==> config.mk <==
export PLATFORM = sky130hd
export DESIGN_NAME = touch_drag_joystick_qualifier_top
export DESIGN_NICKNAME = d
export VERILOG_FILES = /design/src/sv/tdjq_pkg.sv /design/src/sv/tdjq_cfg.sv /design/src/sv/tdjq_div.sv /design/src/sv/touch_drag_joystick_qualifier_top.sv
export SDC_FILE = /design/constraint.sdc
export NUM_CORES = 1
export LEC_CHECK = 0
export BUFFER_PORTS_ARGS = -buffer_cell sky130_fd_sc_hd__buf_2
export CAP_MARGIN = 20
export CELL_PAD_IN_SITES_DETAIL_PLACEMENT = 0
export CELL_PAD_IN_SITES_GLOBAL_PLACEMENT = 1
export CORE_UTILIZATION = 45
export DETAILED_ROUTE_END_ITERATION = 8
export GPL_ROUTABILITY_DRIVEN = 0
export PLACE_DENSITY = 0.85
export SYNTH_ARGS = -nofsm -noshare
export SYNTH_HDL_FRONTEND = slang
export SYNTH_HIERARCHICAL = 1
export SYNTH_SLANG_ARGS = --single-unit
==> constraint.sdc <==
create_clock -name aclk -period 8.9 [get_ports aclk]
set_clock_uncertainty 0.2 [all_clocks]
set_input_delay 0.89 -clock aclk [delete_from_list [all_inputs] [get_ports aclk]]
set_output_delay 0.89 -clock aclk [all_outputs]
set_load 0.1 [all_outputs]
==> src/sv/tdjq_pkg.sv <==
// ============================================================================
// Touch drag joystick qualifier package
// Shared widths, register indexes, reset values and interface types.
// ============================================================================
package tdjq_pkg;

    localparam int COORD_BITS      = 12;
    localparam int ALPHA_FRAC_BITS = 8;
    localparam int ALPHA_W         = ALPHA_FRAC_BITS + 1;
    localparam int SMOOTH_W        = COORD_BITS + ALPHA_FRAC_BITS;
    localparam int Q14_BITS        = 14;
    localparam int MOVE_W          = 16;
    localparam int Q_SHIFT         = Q14_BITS - ALPHA_FRAC_BITS;
    localparam int DIVD_W          = SMOOTH_W + Q_SHIFT;
    localparam int DIV_CNT_W       = $clog2(DIVD_W + 1);
    localparam int CFG_IDX_W       = 3;
    localparam int CFG_DATA_W      = (COORD_BITS > ALPHA_W) ? COORD_BITS : ALPHA_W;

    localparam logic [ALPHA_W-1:0] ALPHA_ONE = ALPHA_W'(1 << ALPHA_FRAC_BITS);
    localparam logic [DIVD_W-1:0]  Q14_ONE   = DIVD_W'(1 << Q14_BITS);

    // Register indexes on the configuration port.
    localparam logic [CFG_IDX_W-1:0] CFG_ALPHA    = 3'd0;
    localparam logic [CFG_IDX_W-1:0] CFG_DEAD     = 3'd1;
    localparam logic [CFG_IDX_W-1:0] CFG_SPAN     = 3'd2;
    localparam logic [CFG_IDX_W-1:0] CFG_FLICK    = 3'd3;
    localparam logic [CFG_IDX_W-1:0] CFG_VELOCITY = 3'd4;
    localparam logic [CFG_IDX_W-1:0] CFG_REARM    = 3'd5;

    // Reset values of the configuration registers.
    localparam logic [ALPHA_W-1:0]    ALPHA_RST    = ALPHA_W'(64);
    localparam logic [COORD_BITS-1:0] DEAD_RST     = COORD_BITS'(8);
    localparam logic [COORD_BITS-1:0] SPAN_RST     = COORD_BITS'(40);
    localparam logic [COORD_BITS-1:0] FLICK_RST    = COORD_BITS'(30);
    localparam logic [COORD_BITS-1:0] VELOCITY_RST = COORD_BITS'(12);
    localparam logic [COORD_BITS-1:0] REARM_RST    = COORD_BITS'(10);

    typedef struct packed {
        logic [ALPHA_W-1:0]    alpha;
        logic [COORD_BITS-1:0] dead_zone;
        logic [COORD_BITS-1:0] span;
        logic [COORD_BITS-1:0] flick;
        logic [COORD_BITS-1:0] velocity;
        logic [COORD_BITS-1:0] rearm;
    } cfg_t;

    typedef struct packed {
        logic busy;
        logic done;
    } div_stat_t;

endpackage

==> src/sv/tdjq_cfg.sv <==
// ============================================================================
// Configuration register file
// Holds the six tuning registers, written through the configuration port.
// ============================================================================
module tdjq_cfg
    import tdjq_pkg::*;
(
    input  logic                  aclk,
    input  logic                  aresetn,
    input  logic                  cfg_valid,
    input  logic [CFG_IDX_W-1:0]  cfg_index,
    input  logic [CFG_DATA_W-1:0] cfg_data,
    output cfg_t                  cfg_out
);

    cfg_t cfg_reg;
    cfg_t cfg_next;

    always_comb begin
        cfg_next = cfg_reg;
        if (cfg_valid) begin
            unique case (cfg_index)
                CFG_ALPHA:    cfg_next.alpha     = cfg_data[ALPHA_W-1:0];
                CFG_DEAD:     cfg_next.dead_zone = cfg_data[COORD_BITS-1:0];
                CFG_SPAN:     cfg_next.span      = cfg_data[COORD_BITS-1:0];
                CFG_FLICK:    cfg_next.flick     = cfg_data[COORD_BITS-1:0];
                CFG_VELOCITY: cfg_next.velocity  = cfg_data[COORD_BITS-1:0];
                CFG_REARM:    cfg_next.rearm     = cfg_data[COORD_BITS-1:0];
                default:      cfg_next = cfg_reg;
            endcase
        end
    end

    always_ff @(posedge aclk) begin
        if (!aresetn) begin
            cfg_reg.alpha     <= ALPHA_RST;
            cfg_reg.dead_zone <= DEAD_RST;
            cfg_reg.span      <= SPAN_RST;
            cfg_reg.flick     <= FLICK_RST;
            cfg_reg.velocity  <= VELOCITY_RST;
            cfg_reg.rearm     <= REARM_RST;
        end else begin
            cfg_reg <= cfg_next;
        end
    end

    assign cfg_out = cfg_reg;

endmodule

==> src/sv/tdjq_div.sv <==
// ============================================================================
// Serial restoring divider
// Unsigned shift-subtract divider, one quotient bit per cycle.
// ============================================================================
module tdjq_div
    import tdjq_pkg::*;
(
    input  logic                  aclk,
    input  logic                  aresetn,
    input  logic                  start,
    input  logic [DIVD_W-1:0]     dividend,
    input  logic [COORD_BITS-1:0] divisor,
    output div_stat_t             stat,
    output logic [DIVD_W-1:0]     quotient
);

    logic [DIVD_W-1:0]     quo_reg, quo_next;
    logic [COORD_BITS-1:0] rem_reg, rem_next;
    logic [COORD_BITS-1:0] dvs_reg, dvs_next;
    logic [DIV_CNT_W-1:0]  cnt_reg, cnt_next;
    logic                  busy_reg, busy_next;
    logic                  done_reg, done_next;
    logic [COORD_BITS:0]   shifted;
    logic [COORD_BITS+1:0] trial;

    always_comb begin
        shifted   = {rem_reg, quo_reg[DIVD_W-1]};
        trial     = {1'b0, shifted} - {2'b00, dvs_reg};
        quo_next  = quo_reg;
        rem_next  = rem_reg;
        dvs_next  = dvs_reg;
        cnt_next  = cnt_reg;
        busy_next = busy_reg;
        done_next = 1'b0;
        if (start) begin
            quo_next  = dividend;
            rem_next  = '0;
            dvs_next  = divisor;
            cnt_next  = DIV_CNT_W'(DIVD_W);
            busy_next = 1'b1;
        end else if (busy_reg) begin
            // A borrow means the trial subtraction failed; keep the shifted remainder.
            if (trial[COORD_BITS+1]) begin
                rem_next = shifted[COORD_BITS-1:0];
                quo_next = {quo_reg[DIVD_W-2:0], 1'b0};
            end else begin
                rem_next = trial[COORD_BITS-1:0];
                quo_next = {quo_reg[DIVD_W-2:0], 1'b1};
            end
            cnt_next = cnt_reg - 1'b1;
            if (cnt_reg == DIV_CNT_W'(1)) begin
                busy_next = 1'b0;
                done_next = 1'b1;
            end
        end
    end

    always_ff @(posedge aclk) begin
        if (!aresetn) begin
            busy_reg <= 1'b0;
            done_reg <= 1'b0;
            cnt_reg  <= '0;
        end else begin
            busy_reg <= busy_next;
            done_reg <= done_next;
            cnt_reg  <= cnt_next;
        end
        quo_reg <= quo_next;
        rem_reg <= rem_next;
        dvs_reg <= dvs_next;
    end

    assign stat.busy = busy_reg;
    assign stat.done = done_reg;
    assign quotient  = quo_reg;

endmodule

==> src/sv/touch_drag_joystick_qualifier_top.sv <==
// ============================================================================
// Touch drag joystick qualifier
// Turns touch samples into a saturated horizontal deflection and a jump pulse.
// ============================================================================
//  Channel   Direction  Handshake              Payload
//  s_        in         s_valid / s_ready      touch_present, sample_x, sample_y
//  m_        out        m_valid / m_ready      move_x, jump_pulse, touch_active
//  cfg_      in         cfg_valid / cfg_ready  cfg_index, cfg_data
//
//  A held-touch sample outside the dead zone passes from acceptance through
//  smoothing (ST_CALC), the dead zone (ST_DZ), the serial divider (ST_DIV, one
//  quotient bit per cycle plus its done strobe) and the output load (ST_FIN).
//  Other samples skip the divider. The next sample is taken once the result is
//  in the output register; a stalled output holds the block. Reset is
//  synchronous on aresetn and needs no clearing time.
// ============================================================================
module touch_drag_joystick_qualifier_top
    import tdjq_pkg::*;
(
    input  logic                  aclk,
    input  logic                  aresetn,
    input  logic                  s_valid,
    output logic                  s_ready,
    input  logic                  s_touch_present,
    input  logic [COORD_BITS-1:0] s_sample_x,
    input  logic [COORD_BITS-1:0] s_sample_y,
    output logic                  m_valid,
    input  logic                  m_ready,
    output logic [MOVE_W-1:0]     m_move_x,
    output logic                  m_jump_pulse,
    output logic                  m_touch_active,
    input  logic                  cfg_valid,
    output logic                  cfg_ready,
    input  logic [CFG_IDX_W-1:0]  cfg_index,
    input  logic [CFG_DATA_W-1:0] cfg_data
);

    localparam logic [2:0] ST_IDLE = 3'd0;
    localparam logic [2:0] ST_CALC = 3'd1;
    localparam logic [2:0] ST_DZ   = 3'd2;
    localparam logic [2:0] ST_DIV  = 3'd3;
    localparam logic [2:0] ST_FIN  = 3'd4;

    cfg_t      cfg;
    div_stat_t div_stat;
    logic [DIVD_W-1:0] div_quo;
    logic              div_start;
    logic [DIVD_W-1:0] div_dividend;

    logic [2:0]              state_reg, state_next;
    logic                    touch_reg, touch_next;
    logic [COORD_BITS-1:0]   x_reg, x_next;
    logic [COORD_BITS-1:0]   y_reg, y_next;
    logic                    was_reg, was_next;
    logic [COORD_BITS-1:0]   anchor_x_reg, anchor_x_next;
    logic [COORD_BITS-1:0]   anchor_y_reg, anchor_y_next;
    logic [SMOOTH_W-1:0]     smooth_reg, smooth_next;
    logic [COORD_BITS-1:0]   last_y_reg, last_y_next;
    logic [COORD_BITS-1:0]   prior_y_reg, prior_y_next;
    logic                    armed_reg, armed_next;
    logic                    held_reg, held_next;
    logic                    jump_reg, jump_next;
    logic                    neg_reg, neg_next;
    logic                    zero_reg, zero_next;
    logic                    m_valid_reg, m_valid_next;
    logic [MOVE_W-1:0]       m_move_reg, m_move_next;
    logic                    m_jump_reg, m_jump_next;
    logic                    m_touch_reg, m_touch_next;

    logic [ALPHA_W-1:0]                 alpha_eff;
    logic signed [SMOOTH_W:0]           diff;
    logic signed [ALPHA_W+SMOOTH_W+1:0] prod;
    logic signed [ALPHA_W+SMOOTH_W+1:0] prod_sh;
    logic signed [COORD_BITS:0]         rise;
    logic signed [COORD_BITS:0]         step;
    logic signed [COORD_BITS:0]         rel_rise;
    logic signed [SMOOTH_W:0]           dx;
    logic [SMOOTH_W:0]                  dx_abs;
    logic [SMOOTH_W-1:0]                dz;
    logic [SMOOTH_W-1:0]                mag;
    logic [Q14_BITS:0]                  sat;
    logic [MOVE_W-1:0]                  sat_ext;

    tdjq_cfg u_cfg (
        .aclk      (aclk),
        .aresetn   (aresetn),
        .cfg_valid (cfg_valid),
        .cfg_index (cfg_index),
        .cfg_data  (cfg_data),
        .cfg_out   (cfg)
    );

    tdjq_div u_div (
        .aclk     (aclk),
        .aresetn  (aresetn),
        .start    (div_start),
        .dividend (div_dividend),
        .divisor  (cfg.span),
        .stat     (div_stat),
        .quotient (div_quo)
    );

    assign cfg_ready = 1'b1;
    assign s_ready   = (state_reg == ST_IDLE);

    always_comb begin
        alpha_eff = (cfg.alpha > ALPHA_ONE) ? ALPHA_ONE : cfg.alpha;
        diff      = $signed({1'b0, x_reg, {ALPHA_FRAC_BITS{1'b0}}})
                  - $signed({1'b0, smooth_reg});
        prod      = $signed({2'b00, alpha_eff}) * diff;
        prod_sh   = prod >>> ALPHA_FRAC_BITS;
        rise      = $signed({1'b0, anchor_y_reg}) - $signed({1'b0, y_reg});
        step      = $signed({1'b0, last_y_reg}) - $signed({1'b0, y_reg});
        rel_rise  = $signed({1'b0, anchor_y_reg}) - $signed({1'b0, prior_y_reg});
        dx        = $signed({1'b0, smooth_reg})
                  - $signed({1'b0, anchor_x_reg, {ALPHA_FRAC_BITS{1'b0}}});
        dx_abs    = dx[SMOOTH_W] ? (-dx) : dx;
        dz        = {cfg.dead_zone, {ALPHA_FRAC_BITS{1'b0}}};
        mag       = dx_abs[SMOOTH_W-1:0] - dz;
        sat       = (div_quo > Q14_ONE) ? Q14_ONE[Q14_BITS:0] : div_quo[Q14_BITS:0];
        sat_ext   = MOVE_W'(sat);
    end

    always_comb begin
        state_next    = state_reg;
        touch_next    = touch_reg;
        x_next        = x_reg;
        y_next        = y_reg;
        was_next      = was_reg;
        anchor_x_next = anchor_x_reg;
        anchor_y_next = anchor_y_reg;
        smooth_next   = smooth_reg;
        last_y_next   = last_y_reg;
        prior_y_next  = prior_y_reg;
        armed_next    = armed_reg;
        held_next     = held_reg;
        jump_next     = jump_reg;
        neg_next      = neg_reg;
        zero_next     = zero_reg;
        m_valid_next  = m_valid_reg;
        m_move_next   = m_move_reg;
        m_jump_next   = m_jump_reg;
        m_touch_next  = m_touch_reg;
        div_start     = 1'b0;
        div_dividend  = {mag, {Q_SHIFT{1'b0}}};

        if (m_valid_reg && m_ready) begin
            m_valid_next = 1'b0;
        end

        unique case (state_reg)
            ST_IDLE: begin
                if (s_valid) begin
                    touch_next = s_touch_present;
                    x_next     = s_sample_x;
                    y_next     = s_sample_y;
                    state_next = ST_CALC;
                end
            end
            ST_CALC: begin
                jump_next = 1'b0;
                held_next = 1'b0;
                if (touch_reg && !was_reg) begin
                    anchor_x_next = x_reg;
                    anchor_y_next = y_reg;
                    smooth_next   = {x_reg, {ALPHA_FRAC_BITS{1'b0}}};
                    last_y_next   = y_reg;
                    prior_y_next  = y_reg;
                    armed_next    = 1'b1;
                end else if (touch_reg) begin
                    smooth_next  = smooth_reg + prod_sh[SMOOTH_W-1:0];
                    prior_y_next = last_y_reg;
                    last_y_next  = y_reg;
                    held_next    = 1'b1;
                    // A firing sample does not re-arm in the same transaction.
                    if (armed_reg && (rise > $signed({1'b0, cfg.flick})
                                   || step > $signed({1'b0, cfg.velocity}))) begin
                        jump_next  = 1'b1;
                        armed_next = 1'b0;
                    end else if (!armed_reg && rise < $signed({1'b0, cfg.rearm})) begin
                        armed_next = 1'b1;
                    end
                end else if (was_reg) begin
                    jump_next = armed_reg && (rel_rise > $signed({1'b0, cfg.flick}));
                end
                was_next   = touch_reg;
                state_next = ST_DZ;
            end
            ST_DZ: begin
                neg_next = dx[SMOOTH_W];
                if (held_reg && (dx_abs[SMOOTH_W-1:0] > dz)) begin
                    zero_next  = 1'b0;
                    div_start  = 1'b1;
                    state_next = ST_DIV;
                end else begin
                    zero_next  = 1'b1;
                    state_next = ST_FIN;
                end
            end
            ST_DIV: begin
                if (div_stat.done) begin
                    state_next = ST_FIN;
                end
            end
            ST_FIN: begin
                if (!m_valid_reg || m_ready) begin
                    m_valid_next = 1'b1;
                    m_jump_next  = jump_reg;
                    m_touch_next = touch_reg;
                    if (zero_reg) begin
                        m_move_next = '0;
                    end else if (neg_reg) begin
                        m_move_next = -sat_ext;
                    end else begin
                        m_move_next = sat_ext;
                    end
                    state_next = ST_IDLE;
                end
            end
            default: state_next = ST_IDLE;
        endcase
    end

    always_ff @(posedge aclk) begin
        if (!aresetn) begin
            state_reg    <= ST_IDLE;
            was_reg      <= 1'b0;
            anchor_x_reg <= '0;
            anchor_y_reg <= '0;
            smooth_reg   <= '0;
            last_y_reg   <= '0;
            prior_y_reg  <= '0;
            armed_reg    <= 1'b1;
            m_valid_reg  <= 1'b0;
        end else begin
            state_reg    <= state_next;
            was_reg      <= was_next;
            anchor_x_reg <= anchor_x_next;
            anchor_y_reg <= anchor_y_next;
            smooth_reg   <= smooth_next;
            last_y_reg   <= last_y_next;
            prior_y_reg  <= prior_y_next;
            armed_reg    <= armed_next;
            m_valid_reg  <= m_valid_next;
        end
        touch_reg   <= touch_next;
        x_reg       <= x_next;
        y_reg       <= y_next;
        held_reg    <= held_next;
        jump_reg    <= jump_next;
        neg_reg     <= neg_next;
        zero_reg    <= zero_next;
        m_move_reg  <= m_move_next;
        m_jump_reg  <= m_jump_next;
        m_touch_reg <= m_touch_next;
    end

    assign m_valid        = m_valid_reg;
    assign m_move_x       = m_move_reg;
    assign m_jump_pulse   = m_jump_reg;
    assign m_touch_active = m_touch_reg;

endmodule

==> PnR_summary.wiki <==
{| class="wikitable"
! Metric !! Value
|-
| Maximum number of pins on one net before global-route repair || 69
|-
| Final critical path time including I/O delays and setup || 8.55 ns
|-
| Cell area after synthesis || 21800 µm²
|-
| Number of buffer and inverter instances along the worst setup path || 6
|-
| Critical path required time || 9.10 ns
|-
| Final HPWL from detailed placement || 41100 µm
|-
| Post-detailed-placement cell area || 23100 µm²
|-
| # nets final || 2968
|-
| Number of fillers in the final layout || 4419
|-
| Clock insertion delay at the later pin of the skew report || 0.54 ns
|-
| Final count of negative-setup-slack endpoints || 0
|-
| Max-capacitance violation count || 0
|-
| Inserted Clock Buffers || 25
|-
| First-pass GRT wire length || 87000 µm
|-
| Layout cell share with drive strength beyond 1 || 10.6%
|-
| Total global-route track usage || 21.7%
|-
| Die Span X || 222 µm
|-
| RSZ-0062 raised after global routing || true
|-
| Cell repeated most along the worst path || fa_1
|-
| # diodes || 0
|-
| Area overhead of the layout relative to synthesis || 11.1%
|-
| Run status || complete, no violations
|-
| Initial core utilization || 45.6%
|-
| Number of placement rows || 80
|-
| Data arrival, critical path || 8.75 ns
|-
| Register area || 5800 µm²
|-
| Most frequent cells in the layout || 366 x nand2_1, 344 x inv_1, 209 x ha_1
|-
| Die Height || 222 µm
|-
| Die Footprint || 49300 µm²
|-
| Power density over the cells || 260 nW/µm²
|-
| CP delay by family, top || adder cells
|-
| TritonCTS clock tree || built
|-
| Gr ovfl total || 0
|-
| Vias after detailed routing || 16972
|-
| PnR worst setup slack || 0.345 ns
|-
| Max IR drop VDD || 0.230 mV
|-
| DRC marker count from the first detailed-route iteration || 967
|-
| Router iterations before antenna repair || 5
|-
| Buffer type at the clock tree root || clkbuf_16
|-
| Worst-Margin Slew || 0.987 ns
|-
| Via density per instance || 5.32
|-
| Max Clock Freq || 117 MHz
|-
| Number of instances in the synthesized netlist || 2461
|-
| Quantity of I/O buffers inserted on ports || 64
|-
| Core Area || 47700 µm²
|-
| Worst hold path class || flop to flop
|-
| Placement Setup Slack || -0.0229 ns
|-
| Largest register FFs || 69
|-
| Avg Synthesized Cell Area || 8.85 µm²
|-
| Routed wire length per instance || 16.5 µm
|-
| Via count of the first global-routing pass || 16936
|-
| Max Transition Viols Final || 0
|-
| Leakage power summed over all cells || 0.0111 µW
|-
| Clk sinks || 247
|-
| Share of the clock period used by the worst path || 96.1%
|-
| Nature of the critical path endpoint || flop
|-
| Final ANT Viol Nets || 0
|-
| Wirelength, routed || 52700 µm
|-
| Setup crit start kind || flop
|-
| Count of final hold-check violations || 0
|-
| Max stage delay cell, worst path || fa_1
|-
| Crit path max fanout || 9
|-
| Depth of the CTS H-tree || 1
|-
| Post-route standard cell area excluding fillers || 24200 µm²
|-
| Area of the multi-input gates || 14600 µm²
|-
| CP peak stage delay || 0.55 ns
|-
| Number of buffers inserted by hold repair at cts || 0
|-
| Number of antenna violations at the first check in global routing || 0
|-
| Clock transition at the register clock pins on the worst setup and hold paths after CTS || 0.06 ns
|-
| Category of the critical setup timing path || flop to flop
|-
| Most common cell after layout, fill and taps aside || nand2_1
|-
| Normalized max-slew margin || 34.1%
|-
| Yosys Warn Count || 6
|-
| # DRC || 0
|-
| Ports || 66
|-
| Clk buf depth || 3
|}
layout make-up:
type	instances	share of cell area (%)
inverters	345	5.35
multi-input cells	1791	60.2
well taps	615	3.18
repair buffers	146	3.95
clock inverters	7	0.346
flip-flops and latches	247	23.9
clock buffers	38	3.05
worst paths after layout:
kind	cells past startpoint	endpoint	slack, ns	from
max reg2reg	35	smooth_reg[17]$_SDFFE_PN0P_	0.35	x_reg[2]$_DFFE_PP_
max	35	smooth_reg[17]$_SDFFE_PN0P_	0.35	x_reg[2]$_DFFE_PP_
min	0	m_jump_pulse$_DFFE_PP_	0.22	jump_reg$_SDFFCE_PP0P_
min reg2reg	0	m_jump_pulse$_DFFE_PP_	0.22	jump_reg$_SDFFCE_PP0P_
metrics by stage:
step                      hold WS [ns]  utilization (%)  instances  setup TNS (ns)  power, µW
final                            0.221             50.7       3189               0       6290
after global routing             0.232             50.7       3189          -0.210       6830
after CTS                        0.222             50.2       3179               0       6260
after detailed placement         0.209             48.4       3131         -0.0229       5160
after global placement           0.206             48.3       3129               0       5040
after floorplan                  0.200                -       2466               0       4300
worst reg2reg max path, delay by kind of cell (launching register included):
family,cells,cell delay (ns)
compound gates,12,2.38
flops,1,0.44
buf+inv,6,0.54
simple gates,7,1.01
xor+xnor,2,0.37
fa+ha+maj,8,3.46
metal layers:
layer,track usage (%),wire length (µm),vias to the layer above
li1,-,-,8357
met1,30.3,25200,8188
met2,35.7,24200,351
met3,2.31,1910,76
met4,5.42,1370,0
met5,0,0,-
what timing repair did:
action                                  in CTS  in global routing
gates resized for setup                      8                 29
buffers inserted                             3                  9
pin swaps                                    2                 18
endpoints found under the setup margin       1                  6
power breakdown:
part | internal, µW | leakage (µW) | switching, µW
Sequential | 1360 | 0.00210 | 136
Clock | 628 | 0.000410 | 444
Combinational | 1560 | 0.00858 | 2160
Total | 3540 | 0.0111 | 2740
Note: power is estimated with default switching activity, not from simulation.
